`src/sv/nnsb_pkg.sv`:
```
// Shared types, field widths and codes for the scaled blit address generator.
package nnsb_pkg;

	localparam int SCREEN_BITS_DEF = 13;
	localparam int IMAGE_BITS_DEF  = 14;
	localparam int ORIGIN_BITS     = 16;
	localparam int SCALED_BITS     = 16;
	localparam int DEST_BITS       = 14;
	localparam int ARITH_BITS      = 18;
	localparam int CFG_ADDR_BITS   = 2;

	localparam logic [CFG_ADDR_BITS-1:0] CFG_SRC_W   = 2'd0;
	localparam logic [CFG_ADDR_BITS-1:0] CFG_SRC_H   = 2'd1;
	localparam logic [CFG_ADDR_BITS-1:0] CFG_PRESENT = 2'd2;

	localparam logic OP_START = 1'b0;
	localparam logic OP_STEP  = 1'b1;

	localparam int QUEUE_DEPTH = 2;
	localparam int QPTR_BITS   = 1;

	typedef struct packed {
		logic                   pixel;
		logic                   last;
		logic [ORIGIN_BITS-1:0] dx;
		logic [ORIGIN_BITS-1:0] dy;
		logic [SCALED_BITS-1:0] scaled_w;
		logic [SCALED_BITS-1:0] scaled_h;
		logic [DEST_BITS-1:0]   dest_x;
		logic [DEST_BITS-1:0]   dest_y;
	} q_entry_t;

	typedef enum logic [4:0] {
		B_IDLE = 5'b00001,
		B_MUL  = 5'b00010,
		B_DIV  = 5'b00100,
		B_IDX  = 5'b01000,
		B_DONE = 5'b10000
	} back_state_t;

endpackage

```
`src/sv/nnsb_front.sv`:
```
// Front end: accepts items, clips the blit rectangle and walks the raster cursor.
module nnsb_front import nnsb_pkg::*; #(
	parameter int SCREEN_BITS = SCREEN_BITS_DEF,
	localparam int IN_RAW = 2*ORIGIN_BITS + 4*SCREEN_BITS + 2*SCALED_BITS,
	localparam int IN_W = ((IN_RAW + 7) / 8) * 8
) (
	input  logic            clk,
	input  logic            arst_n,
	input  logic            in_valid,
	output logic            in_ready,
	input  logic            in_op,
	input  logic [IN_W-1:0] in_data,
	input  logic            present,
	input  logic            q_full,
	output logic            q_push,
	output q_entry_t        q_entry
);

	localparam int CW    = SCREEN_BITS + 1;
	localparam int OX_LO = 0;
	localparam int OY_LO = ORIGIN_BITS;
	localparam int VX_LO = 2*ORIGIN_BITS;
	localparam int VY_LO = VX_LO + SCREEN_BITS;
	localparam int VW_LO = VY_LO + SCREEN_BITS;
	localparam int VH_LO = VW_LO + SCREEN_BITS;
	localparam int SW_LO = VH_LO + SCREEN_BITS;
	localparam int SH_LO = SW_LO + SCALED_BITS;

	logic signed [ORIGIN_BITS-1:0] ox_raw, oy_raw;
	logic [SCREEN_BITS-1:0] vx_raw, vy_raw, vw_raw, vh_raw;
	logic [SCALED_BITS-1:0] sw_raw, sh_raw;
	logic signed [ARITH_BITS-1:0] ox, oy, vx, vy, vr, vb, xe, ye, x1, y1, x2, y2;
	logic signed [ARITH_BITS-1:0] dxf, dyf;
	logic draw, accept, x_end, y_end, last;

	logic          active_q;
	logic [CW-1:0] cur_x_q, cur_y_q, clip_l_q, clip_r_q, clip_b_q;
	logic signed [ORIGIN_BITS-1:0] org_x_q, org_y_q;
	logic [SCALED_BITS-1:0] scl_w_q, scl_h_q;

	assign ox_raw = in_data[OX_LO +: ORIGIN_BITS];
	assign oy_raw = in_data[OY_LO +: ORIGIN_BITS];
	assign vx_raw = in_data[VX_LO +: SCREEN_BITS];
	assign vy_raw = in_data[VY_LO +: SCREEN_BITS];
	assign vw_raw = in_data[VW_LO +: SCREEN_BITS];
	assign vh_raw = in_data[VH_LO +: SCREEN_BITS];
	assign sw_raw = in_data[SW_LO +: SCALED_BITS];
	assign sh_raw = in_data[SH_LO +: SCALED_BITS];

	always_comb begin
		ox = ARITH_BITS'(ox_raw);
		oy = ARITH_BITS'(oy_raw);
		vx = signed'(ARITH_BITS'(vx_raw));
		vy = signed'(ARITH_BITS'(vy_raw));
		vr = vx + signed'(ARITH_BITS'(vw_raw));
		vb = vy + signed'(ARITH_BITS'(vh_raw));
		xe = ox + signed'(ARITH_BITS'(sw_raw));
		ye = oy + signed'(ARITH_BITS'(sh_raw));
		x1 = (ox < vx) ? vx : ox;
		y1 = (oy < vy) ? vy : oy;
		x2 = (xe > vr) ? vr : xe;
		y2 = (ye > vb) ? vb : ye;
		draw = present && (sw_raw != '0) && (sh_raw != '0) && (vw_raw != '0) &&
			(vh_raw != '0) && (x1 < x2) && (y1 < y2);
	end

	always_comb begin
		dxf = signed'(ARITH_BITS'(cur_x_q)) - ARITH_BITS'(org_x_q);
		dyf = signed'(ARITH_BITS'(cur_y_q)) - ARITH_BITS'(org_y_q);
		x_end = ({1'b0, cur_x_q} + (CW+1)'(1)) >= {1'b0, clip_r_q};
		y_end = ({1'b0, cur_y_q} + (CW+1)'(1)) >= {1'b0, clip_b_q};
		last = x_end && y_end;
	end

	assign in_ready = !q_full;
	assign accept   = in_valid && in_ready;
	assign q_push   = accept;

	always_comb begin
		q_entry = '0;
		if (in_op == OP_STEP && active_q) begin
			q_entry.pixel    = 1'b1;
			q_entry.last     = last;
			q_entry.dx       = dxf[ORIGIN_BITS-1:0];
			q_entry.dy       = dyf[ORIGIN_BITS-1:0];
			q_entry.scaled_w = scl_w_q;
			q_entry.scaled_h = scl_h_q;
			q_entry.dest_x   = DEST_BITS'(cur_x_q);
			q_entry.dest_y   = DEST_BITS'(cur_y_q);
		end
	end

	always_ff @(posedge clk or negedge arst_n) begin
		if (!arst_n) begin
			active_q <= 1'b0;
			cur_x_q  <= '0;
			cur_y_q  <= '0;
			clip_l_q <= '0;
			clip_r_q <= '0;
			clip_b_q <= '0;
			org_x_q  <= '0;
			org_y_q  <= '0;
			scl_w_q  <= '0;
			scl_h_q  <= '0;
		end else if (accept) begin
			if (in_op == OP_START) begin
				active_q <= draw;
				if (draw) begin
					clip_l_q <= x1[CW-1:0];
					clip_r_q <= x2[CW-1:0];
					clip_b_q <= y2[CW-1:0];
					cur_x_q  <= x1[CW-1:0];
					cur_y_q  <= y1[CW-1:0];
					org_x_q  <= ox_raw;
					org_y_q  <= oy_raw;
					scl_w_q  <= sw_raw;
					scl_h_q  <= sh_raw;
				end
			end else if (active_q) begin
				if (last) begin
					active_q <= 1'b0;
				end else if (x_end) begin
					cur_x_q <= clip_l_q;
					cur_y_q <= cur_y_q + CW'(1);
				end else begin
					cur_x_q <= cur_x_q + CW'(1);
				end
			end
		end
	end

endmodule

```
`src/sv/nnsb_queue.sv`:
```
// Two-entry queue that decouples the front end from the address back end.
module nnsb_queue import nnsb_pkg::*; (
	input  logic     clk,
	input  logic     arst_n,
	input  logic     push,
	input  q_entry_t din,
	output logic     full,
	output logic     valid,
	input  logic     pop,
	output q_entry_t dout
);

	q_entry_t               mem_q [QUEUE_DEPTH];
	logic [QPTR_BITS-1:0]   wr_ptr_q, rd_ptr_q;
	logic [QPTR_BITS:0]     count_q;

	assign full  = count_q == (QPTR_BITS+1)'(QUEUE_DEPTH);
	assign valid = count_q != '0;
	assign dout  = mem_q[rd_ptr_q];

	always_ff @(posedge clk) begin
		if (push) begin
			mem_q[wr_ptr_q] <= din;
		end
	end

	always_ff @(posedge clk or negedge arst_n) begin
		if (!arst_n) begin
			wr_ptr_q <= '0;
			rd_ptr_q <= '0;
			count_q  <= '0;
		end else begin
			if (push) begin
				wr_ptr_q <= wr_ptr_q + QPTR_BITS'(1);
			end
			if (pop) begin
				rd_ptr_q <= rd_ptr_q + QPTR_BITS'(1);
			end
			if (push && !pop) begin
				count_q <= count_q + (QPTR_BITS+1)'(1);
			end else if (pop && !push) begin
				count_q <= count_q - (QPTR_BITS+1)'(1);
			end
		end
	end

endmodule

```
`src/sv/nnsb_back.sv`:
```
// Back end: scales offsets to source coordinates, forms the index, holds the result.
module nnsb_back import nnsb_pkg::*; #(
	parameter int IMAGE_BITS = IMAGE_BITS_DEF,
	localparam int OUT_RAW = 2*DEST_BITS + 4*IMAGE_BITS,
	localparam int OUT_W = ((OUT_RAW + 7) / 8) * 8
) (
	input  logic                  clk,
	input  logic                  arst_n,
	input  logic                  q_valid,
	output logic                  q_pop,
	input  q_entry_t              q_entry,
	input  logic [IMAGE_BITS-1:0] src_w,
	input  logic [IMAGE_BITS-1:0] src_h,
	output logic                  out_valid,
	input  logic                  out_ready,
	output logic                  out_pixel,
	output logic                  out_last,
	output logic [OUT_W-1:0]      out_data
);

	localparam int PW        = ORIGIN_BITS + IMAGE_BITS;
	localparam int IW        = 2*IMAGE_BITS;
	localparam int CNT_BITS  = $clog2(IMAGE_BITS + 1);

	back_state_t             st_q;
	q_entry_t                ent_q;
	logic [SCALED_BITS-1:0]  rem_x_q, rem_y_q;
	logic [IMAGE_BITS-1:0]   quo_x_q, quo_y_q;
	logic [CNT_BITS-1:0]     cnt_q;

	logic                    res_pixel_q, res_last_q;
	logic [DEST_BITS-1:0]    res_dx_q, res_dy_q;
	logic [IMAGE_BITS-1:0]   res_sx_q, res_sy_q;
	logic [IW-1:0]           res_idx_q;

	logic                    out_valid_q, out_pixel_q, out_last_q;
	logic [OUT_W-1:0]        out_data_q;

	logic [PW-1:0]           prod_x, prod_y;
	logic [SCALED_BITS:0]    sh_x, sh_y, df_x, df_y;
	logic                    qb_x, qb_y;
	logic [SCALED_BITS-1:0]  rem_x_n, rem_y_n;
	logic [IMAGE_BITS-1:0]   sx, sy;
	logic [IW-1:0]           idx;
	logic                    load_out;

	assign q_pop    = (st_q == B_IDLE) && q_valid;
	assign load_out = (st_q == B_DONE) && (!out_valid_q || out_ready);

	always_comb begin
		prod_x = PW'(ent_q.dx) * PW'(src_w);
		prod_y = PW'(ent_q.dy) * PW'(src_h);
	end

	always_comb begin
		sh_x    = {rem_x_q, quo_x_q[IMAGE_BITS-1]};
		sh_y    = {rem_y_q, quo_y_q[IMAGE_BITS-1]};
		df_x    = sh_x - {1'b0, ent_q.scaled_w};
		df_y    = sh_y - {1'b0, ent_q.scaled_h};
		qb_x    = sh_x >= {1'b0, ent_q.scaled_w};
		qb_y    = sh_y >= {1'b0, ent_q.scaled_h};
		rem_x_n = qb_x ? df_x[SCALED_BITS-1:0] : sh_x[SCALED_BITS-1:0];
		rem_y_n = qb_y ? df_y[SCALED_BITS-1:0] : sh_y[SCALED_BITS-1:0];
	end

	always_comb begin
		sx  = ((src_w != '0) && (quo_x_q >= src_w)) ? src_w - IMAGE_BITS'(1) : quo_x_q;
		sy  = ((src_h != '0) && (quo_y_q >= src_h)) ? src_h - IMAGE_BITS'(1) : quo_y_q;
		idx = IW'(sy) * IW'(src_w) + IW'(sx);
	end

	always_ff @(posedge clk) begin
		case (st_q)
			B_IDLE: begin
				ent_q <= q_entry;
				if (!q_entry.pixel) begin
					res_pixel_q <= 1'b0;
					res_last_q  <= 1'b0;
					res_dx_q    <= '0;
					res_dy_q    <= '0;
					res_sx_q    <= '0;
					res_sy_q    <= '0;
					res_idx_q   <= '0;
				end
			end
			B_MUL: begin
				rem_x_q <= prod_x[PW-1:IMAGE_BITS];
				quo_x_q <= prod_x[IMAGE_BITS-1:0];
				rem_y_q <= prod_y[PW-1:IMAGE_BITS];
				quo_y_q <= prod_y[IMAGE_BITS-1:0];
			end
			B_DIV: begin
				rem_x_q <= rem_x_n;
				rem_y_q <= rem_y_n;
				quo_x_q <= {quo_x_q[IMAGE_BITS-2:0], qb_x};
				quo_y_q <= {quo_y_q[IMAGE_BITS-2:0], qb_y};
			end
			B_IDX: begin
				res_pixel_q <= 1'b1;
				res_last_q  <= ent_q.last;
				res_dx_q    <= ent_q.dest_x;
				res_dy_q    <= ent_q.dest_y;
				res_sx_q    <= sx;
				res_sy_q    <= sy;
				res_idx_q   <= idx;
			end
			default: begin
			end
		endcase
		if (load_out) begin
			out_pixel_q <= res_pixel_q;
			out_last_q  <= res_last_q;
			out_data_q  <= OUT_W'({res_idx_q, res_sy_q, res_sx_q, res_dy_q, res_dx_q});
		end
	end

	always_ff @(posedge clk or negedge arst_n) begin
		if (!arst_n) begin
			st_q        <= B_IDLE;
			cnt_q       <= '0;
			out_valid_q <= 1'b0;
		end else begin
			case (st_q)
				B_IDLE: begin
					if (q_valid) begin
						st_q <= q_entry.pixel ? B_MUL : B_DONE;
					end
				end
				B_MUL: begin
					cnt_q <= '0;
					st_q  <= B_DIV;
				end
				B_DIV: begin
					cnt_q <= cnt_q + CNT_BITS'(1);
					if (cnt_q == CNT_BITS'(IMAGE_BITS - 1)) begin
						st_q <= B_IDX;
					end
				end
				B_IDX: begin
					st_q <= B_DONE;
				end
				B_DONE: begin
					if (load_out) begin
						st_q <= B_IDLE;
					end
				end
				default: begin
					st_q <= B_IDLE;
				end
			endcase
			if (load_out) begin
				out_valid_q <= 1'b1;
			end else if (out_ready) begin
				out_valid_q <= 1'b0;
			end
		end
	end

	assign out_valid = out_valid_q;
	assign out_pixel = out_pixel_q;
	assign out_last  = out_last_q;
	assign out_data  = out_data_q;

endmodule

```
`src/sv/nearest_neighbor_scaled_blit_addresses_core.sv`:
```
// Top level of the nearest-neighbor scaled blit address generator.
// A start item (tuser 0) clips the scaled image rectangle against the viewport and
// answers with one all-zero result; each step item (tuser 1) returns the next
// destination pixel in raster order with its source column, row and pixel index,
// tlast on the final pixel, or an all-zero result with tuser 0 when no blit runs.
// The front end takes one item per cycle into a two-entry queue while it is not full.
// In the back end a step result passes the multiply, divide, index and done states,
// the restoring divider retiring one quotient bit per cycle for column and row;
// a start or idle step result goes from idle straight to done. Source sizes and the
// image-present flag are written through the cfg port, index 0 width, 1 height,
// 2 present; write them only while no item is in flight.
module nearest_neighbor_scaled_blit_addresses_core import nnsb_pkg::*; #(
	parameter int SCREEN_BITS = SCREEN_BITS_DEF,
	parameter int IMAGE_BITS  = IMAGE_BITS_DEF,
	localparam int IN_RAW  = 2*ORIGIN_BITS + 4*SCREEN_BITS + 2*SCALED_BITS,
	localparam int IN_W    = ((IN_RAW + 7) / 8) * 8,
	localparam int OUT_RAW = 2*DEST_BITS + 4*IMAGE_BITS,
	localparam int OUT_W   = ((OUT_RAW + 7) / 8) * 8
) (
	input  logic                     clk,
	input  logic                     arst_n,
	input  logic                     s_tvalid,
	output logic                     s_tready,
	// origin_x, origin_y, view_x, view_y, view_width, view_height, scaled_width,
	// scaled_height
	input  logic [IN_W-1:0]          s_tdata,
	// opcode
	input  logic                     s_tuser,
	output logic                     m_tvalid,
	input  logic                     m_tready,
	// dest_x, dest_y, source_x, source_y, source_index
	output logic [OUT_W-1:0]         m_tdata,
	// pixel_valid
	output logic                     m_tuser,
	output logic                     m_tlast,
	input  logic                     cfg_valid,
	output logic                     cfg_ready,
	input  logic [CFG_ADDR_BITS-1:0] cfg_addr,
	input  logic [IMAGE_BITS-1:0]    cfg_data
);

	logic [IMAGE_BITS-1:0] src_w_q, src_h_q;
	logic                  present_q;
	logic                  q_push, q_full, q_valid, q_pop;
	q_entry_t              q_din, q_dout;

	assign cfg_ready = 1'b1;

	always_ff @(posedge clk or negedge arst_n) begin
		if (!arst_n) begin
			src_w_q   <= '0;
			src_h_q   <= '0;
			present_q <= 1'b0;
		end else if (cfg_valid && cfg_ready) begin
			case (cfg_addr)
				CFG_SRC_W:   src_w_q   <= cfg_data;
				CFG_SRC_H:   src_h_q   <= cfg_data;
				CFG_PRESENT: present_q <= cfg_data[0];
				default: begin
				end
			endcase
		end
	end

	nnsb_front #(
		.SCREEN_BITS(SCREEN_BITS)
	) u_front (
		.clk      (clk),
		.arst_n   (arst_n),
		.in_valid (s_tvalid),
		.in_ready (s_tready),
		.in_op    (s_tuser),
		.in_data  (s_tdata),
		.present  (present_q),
		.q_full   (q_full),
		.q_push   (q_push),
		.q_entry  (q_din)
	);

	nnsb_queue u_queue (
		.clk    (clk),
		.arst_n (arst_n),
		.push   (q_push),
		.din    (q_din),
		.full   (q_full),
		.valid  (q_valid),
		.pop    (q_pop),
		.dout   (q_dout)
	);

	nnsb_back #(
		.IMAGE_BITS(IMAGE_BITS)
	) u_back (
		.clk       (clk),
		.arst_n    (arst_n),
		.q_valid   (q_valid),
		.q_pop     (q_pop),
		.q_entry   (q_dout),
		.src_w     (src_w_q),
		.src_h     (src_h_q),
		.out_valid (m_tvalid),
		.out_ready (m_tready),
		.out_pixel (m_tuser),
		.out_last  (m_tlast),
		.out_data  (m_tdata)
	);

endmodule

```
`config.mk`:
```
export PLATFORM = sky130hd
export DESIGN_NAME = nearest_neighbor_scaled_blit_addresses_core
export DESIGN_NICKNAME = d
export VERILOG_FILES = /design/src/sv/nnsb_pkg.sv /design/src/sv/nnsb_front.sv /design/src/sv/nnsb_queue.sv /design/src/sv/nnsb_back.sv /design/src/sv/nearest_neighbor_scaled_blit_addresses_core.sv
export SDC_FILE = /design/constraint.sdc
export NUM_CORES = 2
export LEC_CHECK = 0
export ABC_CLOCK_PERIOD_IN_PS = 8690
export BUFFER_PORTS_ARGS = -buffer_cell sky130_fd_sc_hd__buf_4
export CORE_AREA = 3 3 316 381
export DETAILED_ROUTE_END_ITERATION = 12
export DIE_AREA = 0 0 319 384
export GPL_TIMING_DRIVEN = 0
export PLACE_DENSITY = 0.68
export SLEW_MARGIN = 0
export SYNTH_ARGS = -nofsm -noshare
export SYNTH_HDL_FRONTEND = slang
export SYNTH_SLANG_ARGS = --single-unit
```
`constraint.sdc`:
```
create_clock -name clk -period 8.69 [get_ports clk]
set_input_delay 0.4345 -clock clk [delete_from_list [all_inputs] [get_ports clk]]
set_output_delay 0.4345 -clock clk [all_outputs]
set_load 0.02 [all_outputs]
```
Yosys cells after proc, flatten, opt, wreduce, memory -nomap -nowiden
Memories as Yosys holds them, arrays and structs flattened.
Index checks and enable logic that the tools add are counted.

operators by class
  add/sub/neg operators = 20
  $mul = 3
  divide/modulo/power cells = 0
  $lt $le $gt $ge = 12
  eq/ne operators = 16
  shifts and indexed selects = 0
  mux-type cells = 48
  bitwise operators = 1
  reduce and logical (&&, ||, !) cells = 41

operators with widths
  operator                                        count
  two-way mux 14 bit                              13
  case mux 14 bit (2 select lines)                6
  two-way mux 94 bit                              1
  two-way mux 18 bit                              4
  case mux 16 bit (2 select lines)                2
  multiplier 16 x 14 -> 30 bit                    2
  case mux 28 bit (2 select lines)                1
  adder 16 x 17 -> 18 bit                         2
  > comparator 18 bit                             2
  < comparator 18 bit                             2
  >= comparator 17 x 16 -> 1 bit                  2
  < comparator 16 x 14 -> 1 bit                   2
  two-way mux 16 bit                              2
  nonzero test 16 bit                             2
  subtractor 15 x 16 -> 16 bit                    2
  subtractor 16 bit                               2
  adder 14 x 1 -> 15 bit (second input constant)  2
  >= comparator 15 x 14 -> 1 bit                  2
  adder 13 x 13 -> 14 bit                         2
  adder 14 x 1 -> 14 bit (second input constant)  2
  adder 28 x 14 -> 28 bit                         1
  >= comparator 14 bit                            2
  multiplier 14 x 14 -> 28 bit                    1
  two-way mux 28 bit                              1
  other kinds (33)                                81

word-level totals
  bits in registers = 503
  latch bits = 0
  RAM bits = 188
  ROM bits = 0
  logic and storage cells = 182
  memories kept = 1

memory list
  name           depth  bits a word  rd ports  clocked after Yosys merged registers in  write ports  RTL line          source
  u_queue.mem_q  2      94           1         0                                        1            nnsb_queue.sv:13  q_entry_t mem_q [QUEUE_DEPTH];

Logic depth before layout (Yosys ltp)
  depth in word-level cells = 9
  depth in mapped cells = 38
  gate-level depth less buffers = 36

Cells and area by module
From an unflattened synthesis, not the netlist that was laid out.

second synthesis, totals
  cells, all modules = 5596
  area total of the unflattened synthesis = 58751.3 um^2

modules (own cells, without submodules)
  module                                       times used  cells each  area each (um^2)
  nnsb_back                                    1           3567        36206.0
  nnsb_front                                   1           1655        14233.7
  nnsb_queue                                   1           309         7183.1
  nearest_neighbor_scaled_blit_addresses_core  1           65          1128.6

Least setup slack after synthesis
No wires, ideal clock.

  path type = register to register
  start = register src_w_q[1]
  end = register u_back.res_idx_q[26] (data pin)
  setup time = 266 ps
  data arrival time = 8388 ps
  path slack = 36 ps
  cell stages (with the launch flop) = 37
  buffers on the path = 3
  period minus slack after synthesis = 8654 ps
  cell sequence = dfrtp_1 -> clkbuf_1 -> clkinv_1 -> ha_1 -> nor2b_1 -> o21a_1 -> o21a_1 -> o21a_1 -> o21a_1 -> o21a_1 -> o21a_1 -> o21a_1 -> o21a_1 -> o21a_1 -> clkbuf_1 -> clkbuf_1 -> mux2i_1 -> fa_1 -> fa_1 -> inv_1 -> fa_1 -> fa_1 -> inv_1 -> fa_1 -> fa_1 -> inv_1 -> ha_1 -> a21o_1 -> a21o_1 -> a41oi_1 -> o21ai_0 -> a41oi_1 -> o211ai_1 -> o41ai_1 -> o21ai_0 -> xnor2_1 -> nor2_1

on the way
  word-level cells in the longest chain between the ends = 5
  elaborated cells on any way between the ends = 8
  those cells by class = add/sub: 2; mul: 1; order compare: 1; mux: 2; reduce/logical: 2

RTL lines
  item                                                                                  RTL line                                           source
  from (decl)                                                                           nearest_neighbor_scaled_blit_addresses_core.sv:42  logic [IMAGE_BITS-1:0] src_w_q, src_h_q;
  from (signal assigned)                                                                nearest_neighbor_scaled_blit_addresses_core.sv:56  CFG_SRC_W: src_w_q <= cfg_data;
  parallel branches: the longest is 3 deep, another holds multiplier 14 x 14 -> 28 bit  -
  adder 28 x 14 -> 28 bit *                                                             nnsb_back.sv:69                                    idx = IW'(sy) * IW'(src_w) + IW'(sx);
  case mux 28 bit (2 select lines) *                                                    nnsb_back.sv:73                                    case (st_q)
  to (signal assigned)                                                                  nnsb_back.sv:105                                   res_idx_q <= idx;
  to (decl)                                                                             nnsb_back.sv:34                                    logic [IW-1:0] res_idx_q;

Mark *: on every way between the ends.
A chain may end at the register's enable or synchronous reset.

Worst setup path after layout
  start = register src_h_q[5]
  end = register u_back.res_idx_q[24] (data pin)

on the way
  word-level cells in the longest chain between the ends = 6
  elaborated cells on any way between the ends = 8
  those cells by class = add/sub: 2; mul: 1; order compare: 1; mux: 2; reduce/logical: 2

RTL lines
  item                                                                RTL line                                           source
  from (decl)                                                         nearest_neighbor_scaled_blit_addresses_core.sv:42
  from (signal assigned)                                              nearest_neighbor_scaled_blit_addresses_core.sv:57  CFG_SRC_H: src_h_q <= cfg_data;
  >= comparator 14 bit / nonzero test 14 bit (equally long branches)  nnsb_back.sv:68                                    sy = ((src_h != '0) && (quo_y_q >= src_h)) ? src_h - IMAGE_BITS'(1) : quo_y_q;
  logical AND 1 bit                                                   nnsb_back.sv:68
  two-way mux 14 bit *                                                nnsb_back.sv:68
  multiplier 14 x 14 -> 28 bit *                                      nnsb_back.sv:69
  adder 28 x 14 -> 28 bit *                                           nnsb_back.sv:69
  case mux 28 bit (2 select lines) *                                  nnsb_back.sv:73

Every way passes the cells marked *; elsewhere a longest branch is shown, timed or not.

==> metrics.cfg <==
[status]
status=finished, final reports clean

[worst_setup_path]
crit_family=adder cells
rr_endpoint=u_back.res_idx_q[24]
cp_max_fo=10
arrival_ns=8.90
required_ns=9.09
start_kind=flip-flop
slowest_delay_ns=0.56
endpoint=u_back.res_idx_q[24]
critPathBufInv=9
endpoint_kind=flip-flop
cp-startpoint=src_h_q[5]
cp_slowest_cell=fa_1
reg2regPathDepth=35
path_class=reg -> reg
crit_top_cell=fa_1
reg2reg_slack_ns=0.19
worst-path-stages=35
r2r_start=src_h_q[5]

[global_route]
grt_pass1_wl_um=260400
grt_pass1_vias=45480
grt_max_degree=92
antenna_found_initial=3
overflow=0
track_usage_pct=27.62

[logic_synthesis]
synth-main-ff-cell=edfxtp_1
synthCells=5753
ys_ff_latch=691
synth.avg_cell_area_um2=10.15
yosysWarningCount=0
async_flop_share_pct=25.76
synth_seq_area_share_pct=34.01
netlist_area_mm2=0.05840
ys_types=84
synth_edf_count=513

[placement]
dp_hpwl_um=135400
gp_congestion=0.9980
place_area_mm2=0.06233
port_buffers=225

[detailed_routing]
wl_per_cell_um=21.76
final_antenna_net_count=0
drt-initial-drc-count=2774
wl_um=168700
vias_per_cell=5.662
drcViolationCount=0
firstDrtPassIters=6
via_count=43910

[timing]
max_slew_margin_pct=11.78
max_freq_ghz=0.1176
min_period_ns=8.503
clock-skew-final_ns=0.04016
tightest_slew_ns=1.315
hold_viol_final=0
fin_setup_tns_ns=0
setup_viol=0
drv_slew=0
whs_ns=0.04221
finalCritPeriodShare_pct=97.85
rsz0062_at_grt=true

[cells_and_area]
fin_util_pct=56.42
drive_gt1_share_pct=11.74
syn_to_final_growth_pct=13.28
finalNetCount=7338
design_area_mm2=0.06615

[floorplan]
initial_core_util_pct=49.81
num_rows=138
die_w_um=319
die-area_mm2=0.1225
io_pins=235
core-area_mm2=0.1172
fp.dieH_um=384

[clock_tree]
path_clk_slew_ns=0.06
cts_max_level=3
cts_buffer_depth=3
cts_buffers=74
root_buffer=clkbuf_16
cts_tree=built
cts.sinks=691
worstSkewPairLatency_ns=0.68

[job]
maxCapViolCount=0

[worst_hold_path]
hold_path_class=in -> reg

==> sequential cells by signal (all words and copies together) (netlist names), 16 cells and up <==
signal and flops:
u_back.out_data 84, u_front.org_x_q 16, u_back.rem_x_q 16, u_front.scl_h_q 16, u_back.res_idx_q 28, u_back.rem_y_q 16
u_front.scl_w_q 16, u_queue.mem_q 188, u_back.ent_q 93, u_front.org_y_q 16
==> tightest hold or removal path, cell delays in order <==
cell     delay [ns]
buf_4          0.13
nand2_1        0.05
o21ai_0        0.06
==> layout by cell type, fill, tap and decap left out, types with 18 or more instances in the layout <==
master,n
nand4_1,53
fa_1,493
and3_1,88
nor2b_1,53
clkbuf_16,78
xor2_1,66
buf_4,294
o21a_1,61
a21oi_1,197
o21ai_0,227
nor3_1,65
a21boi_0,22
nor4_1,23
mux2i_1,66
edfxtp_1,513
nand2_1,764
dfrtp_1,173
nand2b_1,47
a211oi_1,18
xnor2_1,125
nand3_1,59
and2_1,246
ha_1,548
inv_1,745
buf_2,24
clkbuf_1,183
dlygate4sd3_1,26
o211ai_1,26
o21bai_1,18
nor2_1,225
a21o_1,91
a31oi_1,89
mux2_2,141
==> logic make-up after synthesis <==
| logic type | Yosys count | share of synthesized area (%) |
|---|---|---|
| fa+ha+maj | 1046 | 28.75 |
| other cells | 2 | 0.01286 |
| compound gates | 901 | 9.845 |
| xor+xnor | 191 | 2.865 |
| buf+inv | 996 | 6.507 |
| mux | 221 | 4.165 |
| simple gates | 1705 | 13.85 |
| flops | 691 | 34.01 |
==> layer usage <==
metal	GRT usage, %	share of wire (%)	up-vias
li1	-	-	20300
met1	32.98	38	21610
met2	49.13	50	1599
met3	3.752	6.1	393
met4	13.47	5.3	0
met5	0	0	-
==> through the flow <==
| stage | cells | worst slack, ns |
|---|---|---|
| after floorplan | 5756 | 0.03580 |
| after CTS | 7718 | -0.2015 |
| after global placement | 7521 | -2.388 |
| after detailed placement | 7532 | -2.523 |
| final | 7755 | 0.1869 |
| after global routing | 7752 | -0.05933 |
==> worst min-delay path by stage <==
stage | startpoint | end | slack, ns | cells past startpoint
final | s_tdata[28] | u_front.org_y_q[12] | 0.04 | 3
after global routing | s_tdata[22] | u_front.org_y_q[6] | 0.04 | 3
after CTS | s_tdata[95] | u_front.scl_w_q[11] | 0.00004 | 3
after detailed placement | u_back.res_dx_q[2] | u_back.out_data[2] | 0.40 | 0
after global placement | u_back.res_idx_q[15] | u_back.out_data[71] | 0.40 | 0
after floorplan | arst_n | present_q | 0.14 | 0
==> synth_stat cells, drive strengths merged (42+ instances only) <==
cell type / number / area share [%]
nor2: 226 / 1.5
mux2: 152 / 3.0
nand2: 764 / 4.9
o21a: 64 / 0.82
o21ai: 246 / 2.1
xor2: 66 / 0.99
xnor2: 125 / 1.9
edfxtp: 513 / 26
nand3: 71 / 0.61
a21oi: 203 / 1.8
a21o: 91 / 1.2
dfrtp: 177 / 7.6
buf: 42 / 0.37
nand2b: 47 / 0.50
and2: 246 / 2.6
nor2b: 53 / 0.57
ha: 553 / 12
mux2i: 69 / 1.2
and3: 90 / 0.96
fa: 493 / 17
a31oi: 91 / 0.97
clkbuf: 194 / 1.2
nand4: 54 / 0.59
nor3: 66 / 0.57
inv: 753 / 4.8
==> cell type report <==
class / instances / area (um^2)
antenna: 3 / 7.507
buffer: 224 / 1016
clock buffer: 95 / 1983
clock inverter: 43 / 451.7
fill: 10030 / 51090
inverter: 760 / 2870
multi-input combinational: 4070 / 35260
sequential: 691 / 19870
tap: 1540 / 1927
timing repair buffer: 329 / 2771
==> repair_timing <==
action / CTS / global route
hold endpoints to repair: 115 / 0
endpoints found under the setup margin: 21 / 106
buffers inserted: 29 / 36
hold buffers: 26 / 0
cloned: 0 / 3
pin swaps: 16 / 28
gates resized for setup: 95 / 66
Power is not shown: default switching activity piles up to over one toggle a cycle in this logic, so the estimate is an artifact.
